<file path="src/sv/vfcf_pkg.sv">
// Package: types, constants and CRC step for the video frame CRC framer.
`default_nettype none
package vfcf_pkg;

    localparam logic [31:0] SESSION_MAGIC  = 32'h4E10_B1BE;
    localparam logic [31:0] FRAME_MAGIC    = 32'hB17E_B1BE;
    localparam logic [31:0] SESSION_WORDS  = 32'd8;
    localparam logic [31:0] SESSION_ONE    = 32'd1;
    localparam logic [15:0] CRC_INIT       = 16'hFFFF;
    localparam logic [15:0] CRC_POLY       = 16'h1021;
    localparam logic [31:0] LEN_RESET      = 32'd1658880;
    localparam logic [30:0] VERSION_RESET  = 31'd0;
    localparam int          QUEUE_DEPTH    = 4;

    // configuration register indexes
    localparam logic CFG_PAYLOAD_LENGTH = 1'b0;
    localparam logic CFG_STREAM_VERSION = 1'b1;

    // positions in the byte sequence of one request
    localparam logic [4:0] POS_SESSION = 5'd0;
    localparam logic [4:0] POS_FRAME   = 5'd16;
    localparam logic [4:0] POS_DATA    = 5'd24;
    localparam logic [4:0] POS_CRC_HI  = 5'd25;
    localparam logic [4:0] POS_CRC_LO  = 5'd26;

    // word slots (pos[4:2])
    localparam logic [2:0] W_SESSION_MAGIC = 3'd0;
    localparam logic [2:0] W_SESSION_WORDS = 3'd1;
    localparam logic [2:0] W_VERSION       = 3'd2;
    localparam logic [2:0] W_SESSION_ONE   = 3'd3;
    localparam logic [2:0] W_FRAME_MAGIC   = 3'd4;
    localparam logic [2:0] W_LENGTH        = 3'd5;

    typedef struct packed {
        logic [7:0] data_byte;
        logic       restart_session;
    } t_in;

    typedef struct packed {
        logic [7:0] out_byte;
        logic       frame_end;
        logic       last_of_run;
    } t_out;

    typedef struct packed {
        logic [31:0] payload_length;
        logic [30:0] stream_version;
    } t_cfg;

    // classified request handed from front to back
    typedef struct packed {
        logic [7:0]  data_byte;
        logic        send_session;
        logic        send_frame;
        logic        frame_end;
        logic [15:0] crc;
    } t_job;

    function automatic logic [15:0] crc_update(input logic [15:0] crc_in,
                                               input logic [7:0]  byte_in);
        logic [15:0] c;
        c = crc_in ^ {byte_in, 8'h00};
        for (int i = 0; i < 8; i++) begin
            if (c[15]) begin
                c = {c[14:0], 1'b0} ^ CRC_POLY;
            end else begin
                c = {c[14:0], 1'b0};
            end
        end
        return c;
    endfunction

endpackage
`default_nettype wire

</file>
<file path="src/sv/vfcf_front.sv">
// Front end: accepts payload bytes, tracks frame position and CRC, classifies each request.
`default_nettype none
module vfcf_front (
    input  wire logic           i_clk,
    input  wire logic           i_rst_n,
    input  wire logic           i_in_valid,
    input  wire vfcf_pkg::t_in  i_in_data,
    input  wire logic           i_q_ready,
    input  wire vfcf_pkg::t_cfg i_cfg,
    output logic                o_in_ready,
    output logic                o_push,
    output vfcf_pkg::t_job      o_job
);

    logic [31:0] r_count;
    logic [15:0] r_crc;
    logic        r_pending;

    logic        accept;
    logic        frame_start;
    logic        pending_eff;
    logic        frame_end;
    logic [32:0] count_next_wide;
    logic [15:0] crc_base;
    logic [15:0] crc_new;

    assign o_in_ready = i_q_ready;
    assign accept     = i_in_valid & i_q_ready;
    assign o_push     = accept;

    assign frame_start     = (r_count == 32'd0);
    assign pending_eff     = r_pending | i_in_data.restart_session;
    assign count_next_wide = {1'b0, r_count} + 33'd1;
    assign frame_end       = (count_next_wide >= {1'b0, i_cfg.payload_length});
    assign crc_base        = frame_start ? vfcf_pkg::CRC_INIT : r_crc;
    assign crc_new         = vfcf_pkg::crc_update(crc_base, i_in_data.data_byte);

    always_comb begin
        o_job.data_byte    = i_in_data.data_byte;
        o_job.send_session = frame_start & pending_eff;
        o_job.send_frame   = frame_start;
        o_job.frame_end    = frame_end;
        o_job.crc          = crc_new;
    end

    always_ff @(posedge i_clk) begin
        if (!i_rst_n) begin
            r_count   <= 32'd0;
            r_crc     <= vfcf_pkg::CRC_INIT;
            r_pending <= 1'b1;
        end else if (accept) begin
            // a restart seen mid-frame waits for the next frame start
            r_pending <= frame_start ? 1'b0 : pending_eff;
            if (frame_end) begin
                r_count <= 32'd0;
                r_crc   <= vfcf_pkg::CRC_INIT;
            end else begin
                r_count <= count_next_wide[31:0];
                r_crc   <= crc_new;
            end
        end
    end

endmodule
`default_nettype wire

</file>
<file path="src/sv/vfcf_queue.sv">
// Short request queue between front and back ends.
`default_nettype none
module vfcf_queue #(
    parameter int DEPTH = vfcf_pkg::QUEUE_DEPTH
) (
    input  wire logic           i_clk,
    input  wire logic           i_rst_n,
    input  wire logic           i_push,
    input  wire vfcf_pkg::t_job i_job,
    input  wire logic           i_pop,
    output logic                o_ready,
    output logic                o_valid,
    output vfcf_pkg::t_job      o_job
);

    localparam int PW = (DEPTH > 1) ? $clog2(DEPTH) : 1;
    localparam int CW = $clog2(DEPTH + 1);

    vfcf_pkg::t_job r_mem [DEPTH];
    logic [PW-1:0]  r_wr_ptr;
    logic [PW-1:0]  r_rd_ptr;
    logic [CW-1:0]  r_count;

    logic do_push;
    logic do_pop;

    assign o_ready = (r_count != CW'(DEPTH));
    assign o_valid = (r_count != '0);
    assign o_job   = r_mem[r_rd_ptr];
    assign do_push = i_push & o_ready;
    assign do_pop  = i_pop & o_valid;

    always_ff @(posedge i_clk) begin
        if (do_push) begin
            r_mem[r_wr_ptr] <= i_job;
        end
    end

    always_ff @(posedge i_clk) begin
        if (!i_rst_n) begin
            r_wr_ptr <= '0;
            r_rd_ptr <= '0;
            r_count  <= '0;
        end else begin
            if (do_push) begin
                r_wr_ptr <= (r_wr_ptr == PW'(DEPTH - 1)) ? '0 : r_wr_ptr + 1'b1;
            end
            if (do_pop) begin
                r_rd_ptr <= (r_rd_ptr == PW'(DEPTH - 1)) ? '0 : r_rd_ptr + 1'b1;
            end
            if (do_push && !do_pop) begin
                r_count <= r_count + 1'b1;
            end else if (do_pop && !do_push) begin
                r_count <= r_count - 1'b1;
            end
        end
    end

endmodule
`default_nettype wire

</file>
<file path="src/sv/vfcf_back.sv">
// Back end: expands each request into header, payload and CRC bytes, one per cycle unless stalled.
`default_nettype none
module vfcf_back (
    input  wire logic           i_clk,
    input  wire logic           i_rst_n,
    input  wire logic           i_head_valid,
    input  wire vfcf_pkg::t_job i_head,
    input  wire vfcf_pkg::t_cfg i_cfg,
    input  wire logic           i_out_ready,
    output logic                o_pop,
    output logic                o_out_valid,
    output vfcf_pkg::t_out      o_out_data
);

    logic           r_mid;
    logic [4:0]     r_pos;
    logic           r_out_valid;
    vfcf_pkg::t_out r_out;

    logic           load;
    logic           emit;
    logic [4:0]     start_pos;
    logic [4:0]     end_pos;
    logic [4:0]     pos;
    logic           last;
    logic [31:0]    word;
    logic [7:0]     word_byte;
    vfcf_pkg::t_out n_out;

    assign load = !r_out_valid || i_out_ready;
    assign emit = i_head_valid && load;

    assign start_pos = i_head.send_session ? vfcf_pkg::POS_SESSION :
                       i_head.send_frame   ? vfcf_pkg::POS_FRAME   : vfcf_pkg::POS_DATA;
    assign end_pos   = i_head.frame_end ? vfcf_pkg::POS_CRC_LO : vfcf_pkg::POS_DATA;
    assign pos       = r_mid ? r_pos : start_pos;
    assign last      = (pos == end_pos);
    assign o_pop     = emit && last;

    always_comb begin
        case (pos[4:2])
            vfcf_pkg::W_SESSION_MAGIC: word = vfcf_pkg::SESSION_MAGIC;
            vfcf_pkg::W_SESSION_WORDS: word = vfcf_pkg::SESSION_WORDS;
            vfcf_pkg::W_VERSION:       word = {1'b0, i_cfg.stream_version};
            vfcf_pkg::W_SESSION_ONE:   word = vfcf_pkg::SESSION_ONE;
            vfcf_pkg::W_FRAME_MAGIC:   word = vfcf_pkg::FRAME_MAGIC;
            vfcf_pkg::W_LENGTH:        word = i_cfg.payload_length + 32'd2;
            default:                   word = 32'd0;
        endcase
    end

    // big-endian: slot 0 of a word is its top byte
    always_comb begin
        case (pos[1:0])
            2'd0:    word_byte = word[31:24];
            2'd1:    word_byte = word[23:16];
            2'd2:    word_byte = word[15:8];
            default: word_byte = word[7:0];
        endcase
    end

    always_comb begin
        n_out.frame_end   = 1'b0;
        n_out.last_of_run = last;
        case (pos)
            vfcf_pkg::POS_DATA:   n_out.out_byte = i_head.data_byte;
            vfcf_pkg::POS_CRC_HI: n_out.out_byte = i_head.crc[15:8];
            vfcf_pkg::POS_CRC_LO: begin
                n_out.out_byte  = i_head.crc[7:0];
                n_out.frame_end = 1'b1;
            end
            default:              n_out.out_byte = word_byte;
        endcase
    end

    always_ff @(posedge i_clk) begin
        if (!i_rst_n) begin
            r_mid       <= 1'b0;
            r_pos       <= vfcf_pkg::POS_SESSION;
            r_out_valid <= 1'b0;
        end else begin
            if (load) begin
                r_out_valid <= i_head_valid;
            end
            if (emit) begin
                r_mid <= !last;
                r_pos <= pos + 5'd1;
            end
        end
    end

    always_ff @(posedge i_clk) begin
        if (emit) begin
            r_out <= n_out;
        end
    end

    assign o_out_valid = r_out_valid;
    assign o_out_data  = r_out;

endmodule
`default_nettype wire

</file>
<file path="src/sv/video_frame_crc_framer_top.sv">
// Top level of the video frame CRC framer: configuration registers and the front/queue/back chain.
//
//  channel   direction  signals                                  payload
//  in        request    i_in_valid / o_in_ready                   t_in  (data_byte, restart_session)
//  out       result     o_out_valid / i_out_ready                 t_out (out_byte, frame_end, last_of_run)
//  cfg       write      i_cfg_we, i_cfg_index, i_cfg_data         payload_length, stream_version
//
// The back end emits one byte per cycle while the output is not stalled; the number of
// bytes in a request is set by the headers and CRC that it carries; the byte sequencer
// is the limit. The front end accepts one request per cycle while the queue has room,
// so plain payload bytes flow at one per cycle. Reset is synchronous and clears
// control state; no clearing pass follows it. A stall on the output holds the result
// register and backs up into the queue before the input sees it.
`default_nettype none
module video_frame_crc_framer_top #(
    parameter int QUEUE_DEPTH = vfcf_pkg::QUEUE_DEPTH
) (
    input  wire logic           i_clk,
    input  wire logic           i_rst_n,
    input  wire logic           i_in_valid,
    output logic                o_in_ready,
    input  wire vfcf_pkg::t_in  i_in_data,
    output logic                o_out_valid,
    input  wire logic           i_out_ready,
    output vfcf_pkg::t_out      o_out_data,
    input  wire logic           i_cfg_we,
    input  wire logic           i_cfg_index,
    input  wire logic [31:0]    i_cfg_data
);

    logic [31:0]    r_payload_length;
    logic [30:0]    r_stream_version;
    vfcf_pkg::t_cfg cfg;

    logic           push;
    logic           pop;
    logic           q_ready;
    logic           q_valid;
    vfcf_pkg::t_job front_job;
    vfcf_pkg::t_job head_job;

    always_ff @(posedge i_clk) begin
        if (!i_rst_n) begin
            r_payload_length <= vfcf_pkg::LEN_RESET;
            r_stream_version <= vfcf_pkg::VERSION_RESET;
        end else if (i_cfg_we) begin
            case (i_cfg_index)
                vfcf_pkg::CFG_PAYLOAD_LENGTH: r_payload_length <= i_cfg_data;
                vfcf_pkg::CFG_STREAM_VERSION: r_stream_version <= i_cfg_data[30:0];
                default: ;
            endcase
        end
    end

    assign cfg.payload_length = r_payload_length;
    assign cfg.stream_version = r_stream_version;

    vfcf_front u_front (
        .i_clk      (i_clk),
        .i_rst_n    (i_rst_n),
        .i_in_valid (i_in_valid),
        .i_in_data  (i_in_data),
        .i_q_ready  (q_ready),
        .i_cfg      (cfg),
        .o_in_ready (o_in_ready),
        .o_push     (push),
        .o_job      (front_job)
    );

    vfcf_queue #(
        .DEPTH (QUEUE_DEPTH)
    ) u_queue (
        .i_clk   (i_clk),
        .i_rst_n (i_rst_n),
        .i_push  (push),
        .i_job   (front_job),
        .i_pop   (pop),
        .o_ready (q_ready),
        .o_valid (q_valid),
        .o_job   (head_job)
    );

    vfcf_back u_back (
        .i_clk        (i_clk),
        .i_rst_n      (i_rst_n),
        .i_head_valid (q_valid),
        .i_head       (head_job),
        .i_cfg        (cfg),
        .i_out_ready  (i_out_ready),
        .o_pop        (pop),
        .o_out_valid  (o_out_valid),
        .o_out_data   (o_out_data)
    );

endmodule
`default_nettype wire

</file>
<file path="config.mk">
export PLATFORM = sky130hd
export DESIGN_NAME = video_frame_crc_framer_top
export DESIGN_NICKNAME = d
export VERILOG_FILES = /design/src/sv/vfcf_pkg.sv /design/src/sv/vfcf_front.sv /design/src/sv/vfcf_queue.sv /design/src/sv/vfcf_back.sv /design/src/sv/video_frame_crc_framer_top.sv
export SDC_FILE = /design/constraint.sdc
export NUM_CORES = 1
export LEC_CHECK = 0
export BUFFER_PORTS_ARGS = -buffer_cell sky130_fd_sc_hd__clkbuf_2
export CAP_MARGIN = 25
export CORE_ASPECT_RATIO = 1.75
export CORE_MARGIN = 1
export CORE_UTILIZATION = 60
export CTS_BUF_LIST = sky130_fd_sc_hd__clkbuf_4 sky130_fd_sc_hd__clkbuf_8
export DETAILED_ROUTE_END_ITERATION = 6
export HOLD_SLACK_MARGIN = 0.15
export MAX_ROUTING_LAYER = met4
export PLACE_DENSITY_LB_ADDON = 0.15
export SYNTH_ARGS = -nofsm -noshare
export SYNTH_HDL_FRONTEND = slang
export SYNTH_SLANG_ARGS = --single-unit
</file>
<file path="constraint.sdc">
create_clock -name i_clk -period 10.65 [get_ports i_clk]
set_clock_uncertainty 0.2 [all_clocks]
set_input_delay 2.13 -clock i_clk [delete_from_list [all_inputs] [get_ports i_clk]]
set_output_delay 2.13 -clock i_clk [all_outputs]
set_load 0.02 [all_outputs]
</file>
==> impl_metrics.py, run 1 <==
metrics = {
    "die": {
        "core_area_sq_um": 20500,
        "num_rows": 69,
        "io_pins": 59,
        "initial_core_util_pct": 61.5,
        "die_w_microns": 111,
        "dieArea_sq_um": 21600,
        "die_h_microns": 194,
    },
    "timing": {
        "setup_violations": 0,
        "timing.fmax_mhz": 182,
        "tightest_slew_ns": 0.992,
        "hold_viol_final": 0,
        "finalSetupTns_ns": 0,
        "slew_headroom_pct": 33.7,
        "finalMaxSlewViolations": 0,
        "fin_crit_sh_pct": 51.5,
        "period_needed_ns": 5.49,
        "rsz0062_at_grt": "false",
    },
    "placement": {
        "place_area_sq_um": 13000,
        "placedCellCount": 1462,
        "routabilityCongestion": 0.961,
        "dp_hpwl_microns": 23400,
        "port_buffers": 58,
    },
    "pwr": {
        "p_seq_share_pct": 45.4,
        "p_switching_uw": 874,
        "leakagePower_nw": 5.07,
        "ir_drop_mv": 0.170,
        "power_density_nw_per_um2": 198,
        "intPower_mw": 1.85,
        "clock_power_share_pct": 29.4,
        "switching_share_pct": 32.0,
        "power_frac_comb_pct": 25.2,
    },
    "yosys": {
        "yosysMostFrequentCell": "nand2_1",
        "ys_seq_area_share_pct": 48.6,
        "synth_edf_count": 118,
        "synth_xor_area_share_pct": 6.62,
        "ys.flop_type": "dfxtp_1",
        "synthAdderAreaFrac_pct": 4.64,
        "synth_top_cell_by_area": "edfxtp_1",
        "ys_types": 78,
        "synth_top_cell_area_share_pct": 28.2,
        "async_flop_share_pct": 0,
        "synth_nets": 1301,
        "yosys.area_share.simple_pct": 15.6,
        "synthMuxAreaShare_pct": 5.43,
        "synth_area_sq_um": 12600,
        "synth_common_cells": "nand2_1, dfxtp_1, edfxtp_1",
        "syn_inst": 1208,
        "avgSynthCellArea_sq_um": 10.4,
        "ys_ff_latch": 246,
        "yosys_warnings": 0,
        "synth_top_family_by_area": "simple AND/OR/NAND/NOR gates",
        "synth_compound_area_share_pct": 15.0,
        "synth.area.top_cells": "edfxtp_1, dfxtp_1, nand2_1",
    },
    "drt": {
        "drt_pre_antenna_iters": 7,
        "wl_per_cell_microns": 21.4,
        "drc": 4,
        "routed_wl_microns": 32800,
        "vias_per_cell": 6.20,
        "vias": 9481,
        "drtIter0Drc": 669,
        "ant_nets": 0,
    },
    "cts": {
        "htreeDepth": 2,
        "post_cts_resized": 0,
        "cts_buffers": 37,
        "clk_path_buf_depth": 3,
        "path_clk_slew_ns": 0.06,
        "root_buffer": "clkbuf_8",
        "clk_latency_ns": 0.57,
        "cts.sinks": 246,
        "cts_tree": "done",
        "postCtsHoldBufs": 0,
        "postCtsSetupBuffers": 0,
    },
    "final_layout": {
        "final_util_pct": 67.4,
        "n_antenna_cell": 0,
        "fillers": 1607,
        "stdcell_area_sq_um": 13800,
        "area_growth_pct": 9.73,
        "layout-drive-gt1-share_pct": 15.1,
        "nets": 1347,
        "final_cells": 1530,
    },
    "critical_path": {
        "cp-end-kind": "register",
        "critPathRequiredTime_ns": 10.86,
        "cp_slowest_stage_delay_ns": 0.74,
        "crit_buf_inv": 1,
        "cpMaxStageDelayCell": "nand3_1",
        "path_max_fanout": 23,
        "cp-start-kind": "register",
        "arrival_ns": 5.70,
        "path_cells": "ha_1 -> nand3_1 -> nor3_4 -> nand4_1 -> or2_2 -> xnor2_1 -> ha_1 -> a21oi_1 -> o21ai_0 -> or4_1 -> o311ai_2 -> buf_4 -> nand3_1 -> o22a_1",
        "cpLargestDelayFamily": "simple AND/OR/NAND/NOR gates",
        "path_class": "reg -> reg",
    },
    "global_routing": {
        "grt_pass1_wl_microns": 51000,
        "grt_pass1_vias": 9252,
        "antenna_found_initial": 0,
        "grt_use_total_pct": 31.9,
        "grt_max_degree": 87,
        "grt-ovfl-total": 0,
    },
    "min_path": {
        "hold_path.class": "reg -> reg",
    },
    "outcome": {
        "violations": "DRC",
        "status": "complete, but fails checks",
    },
    "run": {
        "maxCapViolations": 0,
    },
}
path summary, 6_finish.rpt:
kind	from	endpoint	slack, ns	cells past startpoint
setup / recovery	u_front.r_count[0]$_SDFFE_PN0P_	u_front.r_crc[15]$_SDFFE_PN1P_	5.16	14
hold / removal	r_stream_version[27]$_SDFFE_PN0P_	r_stream_version[27]$_SDFFE_PN0P_	0.27	2
setup reg to reg	u_front.r_count[0]$_SDFFE_PN0P_	u_front.r_crc[15]$_SDFFE_PN1P_	5.16	14
hold reg to reg	r_stream_version[27]$_SDFFE_PN0P_	r_stream_version[27]$_SDFFE_PN0P_	0.27	2
final cells by class:
cell class	instances	area, sq um	share of cell area (%)
sequential	246	6110	44.3
multi-input combinational	834	5970	43.2
clock buffer	53	673	4.88
timing repair buffer	73	418	3.03
tap	248	310	2.25
inverter	62	233	1.69
clock inverter	14	91.3	0.662
placed cells by master (no fill, tap or decap), types with 7 or more instances in the layout:
cell / n
a22o_1: 26
xor2_1: 25
edfxtp_1: 118
a31oi_1: 12
nand4_1: 21
nand2_1: 216
a221oi_1: 10
mux4_2: 27
nand3_1: 32
nor3_1: 12
buf_4: 13
a21oi_1: 34
dfxtp_1: 127
and2_1: 9
clkbuf_8: 44
o22a_1: 16
clkinv_2: 7
nor2b_1: 12
ha_1: 45
nor2_1: 30
o22ai_1: 7
xnor2_1: 70
and3_1: 12
a21o_1: 9
clkbuf_4: 9
nor4_1: 15
clkbuf_2: 58
o21ai_0: 24
o211ai_1: 10
a21boi_0: 64
inv_1: 61
metal layers:
layer / vias to the layer above / global-route usage (%) / wire [microns]
met5: - / - / 0
met4: 0 / 17.1 / 1700
met3: 96 / 4.76 / 1550
met2: 305 / 56.1 / 17300
met1: 4610 / 34.4 / 12300
li1: 4470 / - / -
power by group through the flow:
stage	clock network, mW	logic [mW]	registers, mW
2_1_floorplan	0	0.468	1.25
3_3_place_gp	0	0.671	1.25
3_5_place_dp	0	0.681	1.26
4_1_cts	0.818	0.685	1.24
5_1_grt	0.853	0.745	1.25
6_report	0.801	0.688	1.24
tightest hold or removal path, stage by stage (launching register included):
cell,delay [ns]
dfxtp_1,0.31
nand2_1,0.05
a21boi_0,0.06
metrics by stage:
step / worst slack, ns / hold WS, ns / power (mW)
final: 5.16 / 0.271 / 2.73
after floorplan: 6.24 / 0.239 / 1.72
after global routing: 4.74 / 0.293 / 2.85
after detailed placement: 5.21 / 0.262 / 1.94
after CTS: 5.16 / 0.271 / 2.74
after global placement: 5.29 / 0.252 / 1.92
state kept, by name, indices dropped and copies added, names as in the netlist, named ones only:
signal and cells:
r_payload_length 32, r_stream_version 31, u_queue.r_rd_ptr 2, u_front.r_pending 1
u_front.r_crc 16, u_back.r_pos 5, u_queue.r_mem 108, u_queue.r_wr_ptr 2
u_front.r_count 32, u_queue.r_count 3, u_back.o_out_data 10, u_back.o_out_valid 1
u_back.r_mid 1
cells by family after synthesis:
family / after synthesis
simple gates: 402
compound gates: 257
flops: 246
buf+inv: 128
xor+xnor: 95
fa+ha+maj: 46
mux: 34
Power figures use the tool's default switching activity.
==> run 2, diff against run 1 <==
Settings changed: CORE_UTILIZATION 60 to 58.
Clock period 10.65 ns to 4.5 ns, I/O delays scaled along.
==> run 2 against run 1 <==
Core utilization decreased by 1.1 points. Maximum frequency up 30%. Critical endpoint unchanged. The flow now finishes without violations. Hold slack got worse by 0.0032 ns. Non-clock buffer count up 14.
==> impl_metrics.py, run 2 (synthesis results as in run 1) <==
metrics = {
    "cts": {
        "htreeDepth": 2,
        "path_clk_slew_ns": 0.06,
        "postCtsHoldBufs": 0,
        "cts_buffers": 37,
        "clk_path_buf_depth": 3,
        "cts.sinks": 246,
        "cts_tree": "done",
        "root_buffer": "clkbuf_8",
        "clk_latency_ns": 0.58,
    },
    "critical_path": {
        "worstReg2RegStart": "u_front.r_count[1]$_SDFFE_PN0P_",
        "cpMaxStageDelayCell": "or4_1",
        "path_common_cell": "nand3_1",
        "critPathRequiredTime_ns": 4.74,
        "path_max_fanout": 23,
        "path_cells": "ha_2 -> nand3_1 -> nor3_4 -> nand4_1 -> or2_2 -> xnor2_1 -> ha_1 -> a21oi_1 -> o21ai_0 -> or4_1 -> o311ai_4 -> buf_12 -> nand3_1 -> buf_6 -> o22a_1",
        "worstReg2RegEnd": "u_front.r_crc[15]$_SDFFE_PN1P_",
        "cp-start-kind": "register",
        "arrival_ns": 4.45,
        "reg2reg_depth": 15,
        "r2r_slack_ns": 0.28,
        "cp-end-kind": "register",
        "cp_slowest_stage_delay_ns": 0.56,
        "path_class": "reg -> reg",
    },
    "drt": {
        "wl_per_cell_microns": 20.4,
        "drc": 0,
        "routed_wl_microns": 32200,
        "ant_nets": 0,
        "drtIter0Drc": 706,
        "vias": 9485,
        "drt_pre_antenna_iters": 5,
        "vias_per_cell": 6.00,
    },
    "placement": {
        "port_buffers": 58,
        "dp_hpwl_microns": 23100,
        "placedCellCount": 1514,
        "routabilityCongestion": 0.936,
    },
    "run": {
        "maxCapViolations": 0,
    },
    "min_path": {
        "min_path_cells": 2,
        "min_delay_worst_endpoint": "r_payload_length[22]$_SDFFE_PN0P_",
        "min_from": "r_payload_length[22]$_SDFFE_PN0P_",
        "hold_path.class": "reg -> reg",
    },
    "timing": {
        "setup_violations": 0,
        "period_needed_ns": 4.22,
        "finalMaxSlewViolations": 0,
        "hold_viol_final": 0,
        "finalSetupTns_ns": 0,
        "fin_crit_sh_pct": 93.7,
        "rsz0062_at_grt": "false",
        "tightest_slew_ns": 0.888,
        "slew_headroom_pct": 40.5,
        "timing.fmax_mhz": 237,
    },
    "final_layout": {
        "largest_register": "u_queue.r_mem",
        "area_growth_pct": 11.4,
        "final_cells": 1582,
        "final_common_cell": "nand2_1",
        "most-common-layout-cells": "nand2_1, dfxtp_1, edfxtp_1, xnor2_1, a21boi_0",
        "n_antenna_cell": 0,
        "fillers": 1705,
        "top_regs": "u_queue.r_mem (108), r_payload_length (32), u_front.r_count (32)",
        "layout-drive-gt1-share_pct": 16.1,
        "largest_register_ffs": 108,
        "nets": 1361,
    },
    "die": {
        "core_area_sq_um": 21100,
        "io_pins": 59,
        "num_rows": 70,
        "dieArea_sq_um": 22300,
        "die_w_microns": 113,
        "die_h_microns": 197,
        "initial_core_util_pct": 59.6,
    },
    "global_routing": {
        "grt-ovfl-total": 0,
        "grt_use_total_pct": 30.8,
        "grt_pass1_vias": 9466,
        "grt_max_degree": 82,
        "antenna_found_initial": 0,
        "grt_pass1_wl_microns": 50500,
    },
    "outcome": {
        "status": "finished, final reports clean",
    },
    "pwr": {
        "power_density_nw_per_um2": 461,
        "leakagePower_nw": 5.15,
        "p_total_mw": 6.46,
        "ir_drop_mv": 0.328,
    },
}
==> run 2: critical path, delay by kind of cell (launching register included) <==
family | cells | cell delay (ns)
simple gates | 6 | 1.59
compound gates | 4 | 0.82
fa+ha+maj | 2 | 0.54
buf+inv | 2 | 0.42
flops | 1 | 0.37
xor+xnor | 1 | 0.15
==> run 2: power breakdown <==
group | internal [mW] | leakage (nW) | switching (mW)
registers | 2.74 | 2.14 | 0.192
clock network | 1.04 | 0.397 | 0.865
logic | 0.647 | 2.62 | 0.982
total | 4.42 | 5.15 | 2.04
==> run 2: per-layer routing <==
metal / up-vias / wire [microns] / global-route usage, % / share of wire (%)
li1: 4496 / - / - / -
met1: 4589 / 11900 / 33.1 / 37
met2: 309 / 17100 / 55.0 / 53
met3: 91 / 1470 / 3.78 / 4.6
met4: 0 / 1690 / 16.6 / 5.3
met5: - / 0 / - / 0
==> run 2: cell type report <==
| cell class | instances | area, sq um | share of cell area, % |
|---|---|---|---|
| repair buffers | 87 | 572 | 4.08 |
| clock inverters | 12 | 116 | 0.831 |
| inverters | 62 | 233 | 1.66 |
| well taps | 288 | 360 | 2.57 |
| flip-flops and latches | 246 | 6110 | 43.6 |
| multi-input cells | 834 | 5980 | 42.7 |
| clock buffers | 53 | 642 | 4.58 |
==> run 2: metrics by stage <==
| stage | hold WS [ns] | cell area, sq um | setup WS (ns) | utilization, % |
|---|---|---|---|---|
| 2_1_floorplan | 0.239 | 12600 | 0.347 | - |
| 3_3_place_gp | 0.251 | 13100 | 0.260 | 62.3 |
| 3_5_place_dp | 0.260 | 13200 | 0.148 | 62.5 |
| 4_1_cts | 0.269 | 13900 | 0.142 | 66.1 |
| 5_1_grt | 0.298 | 14000 | 0.00820 | 66.4 |
| 6_report | 0.268 | 14000 | 0.284 | 66.4 |
==> run 2: worst max-delay path by stage <==
| stage | start | to | slack, ns |
|---|---|---|---|
| 3_5_place_dp | u_front.r_count[1]$_SDFFE_PN0P_ | u_front.r_crc[15]$_SDFFE_PN1P_ | 0.15 |
| 6_report | u_front.r_count[1]$_SDFFE_PN0P_ | u_front.r_crc[15]$_SDFFE_PN1P_ | 0.28 |
| 2_1_floorplan | u_front.r_count[0]$_SDFFE_PN0P_ | u_queue.r_mem[0][16]$_DFFE_PP_ | 0.35 |
| 5_1_grt | u_front.r_count[7]$_SDFFE_PN0P_ | u_front.r_count[12]$_SDFFE_PN0P_ | 0.008 |
| 4_1_cts | u_front.r_count[1]$_SDFFE_PN0P_ | u_front.r_crc[10]$_SDFFE_PN1P_ | 0.14 |
| 3_3_place_gp | u_front.r_count[1]$_SDFFE_PN0P_ | u_front.r_crc[15]$_SDFFE_PN1P_ | 0.26 |
==> run 2: timing repair <==
item | CTS | global route
resized for setup | 0 | 5
setup endpoints to repair | 0 | 41
setup buffers | 0 | 2
==> run 3, diff against run 2 <==
Settings changed: SYNTH_HIERARCHICAL from default to 1.
==> run 3 against run 2 <==
Core utilization fell by 2.6 points. Cell count rose by 0.63%. Via count rose by 0.92%. Clock power barely moved. Total power rose by 3.2%. Sequential power rose by 2%. Hold slack got worse by 0.0056 ns. Die area rose by 5.2%. Routed wire length rose by 1.9%. Largest cell class is now multi-input combinational cells. Clock-buffer cell count fell by 2. Critical path depth rose by 1.
==> impl_metrics.py, run 3 <==
metrics = {
    "outcome": {
        "status": "finished, final reports clean",
    },
    "yosys": {
        "syn_inst": 1248,
        "yosys_warnings": 6,
        "avgSynthCellArea_sq_um": 10.6,
        "async_flop_share_pct": 0,
        "ys_seq_area_share_pct": 46.1,
        "synth_area_sq_um": 13200,
        "ys.flop_type": "dfxtp_1",
        "synth_nets": 1341,
        "synth.area.top_cells": "edfxtp_1, dfxtp_1, nand2_1",
        "synth_top_cell_area_share_pct": 26.8,
        "synth_edf_count": 118,
        "synth_common_cells": "nand2_1, dfxtp_1, edfxtp_1",
        "yosysMostFrequentCell": "nand2_1",
        "ys_types": 91,
        "ys_ff_latch": 246,
        "synth_top_cell_by_area": "edfxtp_1",
    },
    "critical_path": {
        "critPathRequiredTime_ns": 4.72,
        "reg2reg_depth": 16,
        "cp-end-kind": "register",
        "arrival_ns": 4.40,
        "worstReg2RegStart": "u_front/r_count[0]$_SDFFE_PN0P_",
        "path_class": "reg -> reg",
        "path_max_fanout": 30,
        "r2r_slack_ns": 0.33,
        "cp_slowest_stage_delay_ns": 0.41,
        "path_cells": "ha_1 -> and3_1 -> and3_4 -> nand2_1 -> nor2_1 -> nand2_1 -> xnor2_1 -> ha_1 -> a2111oi_2 -> o21ai_1 -> a21oi_1 -> o221ai_2 -> nor3_2 -> buf_4 -> nor3b_1 -> o21ai_1",
        "worstReg2RegEnd": "u_front/r_crc[3]$_SDFFE_PN1P_",
        "cpMaxStageDelayCell": "dfxtp_1",
        "cp-start-kind": "register",
    },
    "drt": {
        "routed.top_layer": "met4",
        "ant_nets": 0,
        "drc": 0,
        "vias_per_cell": 6.01,
        "routed_wl_microns": 32800,
        "wl_met2_microns": 17700,
        "wl_per_cell_microns": 20.6,
        "drtIter0Drc": 611,
        "wl_met1_microns": 11800,
        "drt_pre_antenna_iters": 5,
        "wl_met3_microns": 1490,
        "vias": 9572,
    },
    "final_layout": {
        "final_common_cell": "nand2_1",
        "stdcell_area_sq_um": 14200,
        "layout-drive-gt1-share_pct": 16.6,
        "largest_register_ffs": 108,
        "largest_register": "u_queue/r_mem",
        "n_antenna_cell": 0,
        "area_growth_pct": 7.25,
        "most-common-layout-cells": "nand2_1, dfxtp_1, edfxtp_1, xnor2_1, inv_1",
        "top_regs": "u_queue/r_mem (108), r_payload_length (32), u_front/r_count (32)",
        "nets": 1362,
    },
    "pwr": {
        "clock_power_share_pct": 28.8,
        "power_frac_comb_pct": 26.3,
        "switching_share_pct": 33.0,
        "p_switching_mw": 2.20,
        "intPower_mw": 4.47,
        "leakagePower_nw": 5.25,
        "p_total_mw": 6.67,
        "p_seq_share_pct": 44.9,
        "power_density_nw_per_um2": 470,
        "ir_drop_mv": 0.419,
    },
    "min_path": {
        "hold_path.class": "reg -> reg",
        "min_delay_worst_endpoint": "r_stream_version[1]$_SDFFE_PN0P_",
        "min_from": "r_stream_version[1]$_SDFFE_PN0P_",
        "min_path_cells": 2,
    },
    "placement": {
        "port_buffers": 58,
        "dp_hpwl_microns": 23400,
        "routabilityCongestion": 0.958,
        "place_area_sq_um": 13400,
    },
    "timing": {
        "setup_violations": 0,
        "hold_viol_final": 0,
        "fin_crit_sh_pct": 92.7,
        "finalMaxSlewViolations": 0,
        "rsz0062_at_grt": "false",
        "finalSetupTns_ns": 0,
        "tightest_slew_ns": 0.949,
        "timing.fmax_mhz": 240,
        "slew_headroom_pct": 36.7,
        "period_needed_ns": 4.17,
    },
    "die": {
        "initial_core_util_pct": 59.5,
        "dieArea_sq_um": 23500,
        "die_w_microns": 116,
        "core_area_sq_um": 22300,
        "die_h_microns": 202,
        "num_rows": 72,
        "io_pins": 59,
    },
    "cts": {
        "htreeDepth": 2,
        "cts.sinks": 246,
        "cts_tree": "done",
        "clk_latency_ns": 0.59,
        "root_buffer": "clkbuf_8",
        "post_cts_resized": 0,
        "postCtsSetupBuffers": 0,
        "clk_path_buf_depth": 3,
        "path_clk_slew_ns": 0.07,
        "postCtsHoldBufs": 0,
        "cts_buffers": 37,
    },
    "run": {
        "maxCapViolations": 0,
    },
    "global_routing": {
        "grt_pass1_wl_microns": 51100,
        "grt_max_degree": 87,
        "grt_pass1_vias": 9591,
        "antenna_found_initial": 0,
        "grt_use_total_pct": 29.9,
        "grt-ovfl-total": 0,
    },
}
## run 3: metal layers
metal | global-route usage [%] | up-vias
met3 | 4.38 | 124
li1 | - | 4574
met4 | 17.4 | 0
met2 | 53.2 | 313
met1 | 30.5 | 4561
met5 | - | -
## run 3: cell type report
| type | instances | area [sq um] |
|---|---|---|
| clock buffer | 51 | 664 |
| clock inverter | 15 | 115 |
| fill | 1860 | 8050 |
| inverter | 60 | 225 |
| multi-input combinational | 857 | 6360 |
| sequential | 246 | 6110 |
| tap | 296 | 370 |
| timing repair buffer | 67 | 360 |
## run 3: logic make-up (layout without fill, tap and decap cells)
logic type	Yosys count	in the layout	share of synthesized area [%]
xor gates and xnor gates	100	100	6.62
DFF	246	246	46.1
buffers and inverters	145	193	5.93
muxes	82	82	8.75
AOI/OAI and AO/OA	195	195	10.2
adders and majority gates	46	46	4.40
and+or+nand+nor	434	434	18.0
## run 3: how the worst max path moves through the flow
| stage | end | cells after the start | start |
|---|---|---|---|
| after global placement | u_front/r_crc[3]$_SDFFE_PN1P_ | 16 | u_front/r_count[0]$_SDFFE_PN0P_ |
| after detailed placement | u_front/r_crc[3]$_SDFFE_PN1P_ | 16 | u_front/r_count[0]$_SDFFE_PN0P_ |
| after CTS | u_front/r_crc[2]$_SDFFE_PN1P_ | 16 | u_front/r_count[0]$_SDFFE_PN0P_ |
| final | u_front/r_crc[3]$_SDFFE_PN1P_ | 16 | u_front/r_count[0]$_SDFFE_PN0P_ |
| after floorplan | u_front/r_count[24]$_SDFFE_PN0P_ | 13 | u_front/r_count[2]$_SDFFE_PN0P_ |
| after global routing | u_front/r_crc[3]$_SDFFE_PN1P_ | 16 | u_front/r_count[0]$_SDFFE_PN0P_ |
## run 3: critical path, delay by kind of cell, from the launching register on
kind | cells | cell delay [ns]
AND/OR/NAND/NOR | 7 | 1.40
AO/OA/AOI/OAI | 5 | 0.92
adder cells (fa/ha/maj) | 2 | 0.58
flip-flops | 1 | 0.41
buffers and inverters | 1 | 0.33
XOR/XNOR | 1 | 0.17
## run 3: stage by stage
step	util (%)	hold WS [ns]	setup WS, ns	cells
6_report	63.8	0.263	0.327	1592
5_1_grt	63.8	0.284	0.0798	1592
4_1_cts	63.8	0.262	0.377	1592
3_5_place_dp	60.3	0.250	0.374	1526
3_3_place_gp	60.3	0.243	0.459	1526
2_1_floorplan	-	0.224	0.825	1248
## run 3: power by group through the flow
stage | logic (mW) | registers (mW) | clock network [mW]
3_3_place_gp | 1.73 | 3.03 | 0
3_5_place_dp | 1.74 | 3.05 | 0
2_1_floorplan | 1.27 | 3.02 | 0
4_1_cts | 1.75 | 3.00 | 1.96
5_1_grt | 1.90 | 3.03 | 2.04
6_report | 1.75 | 3.00 | 1.92
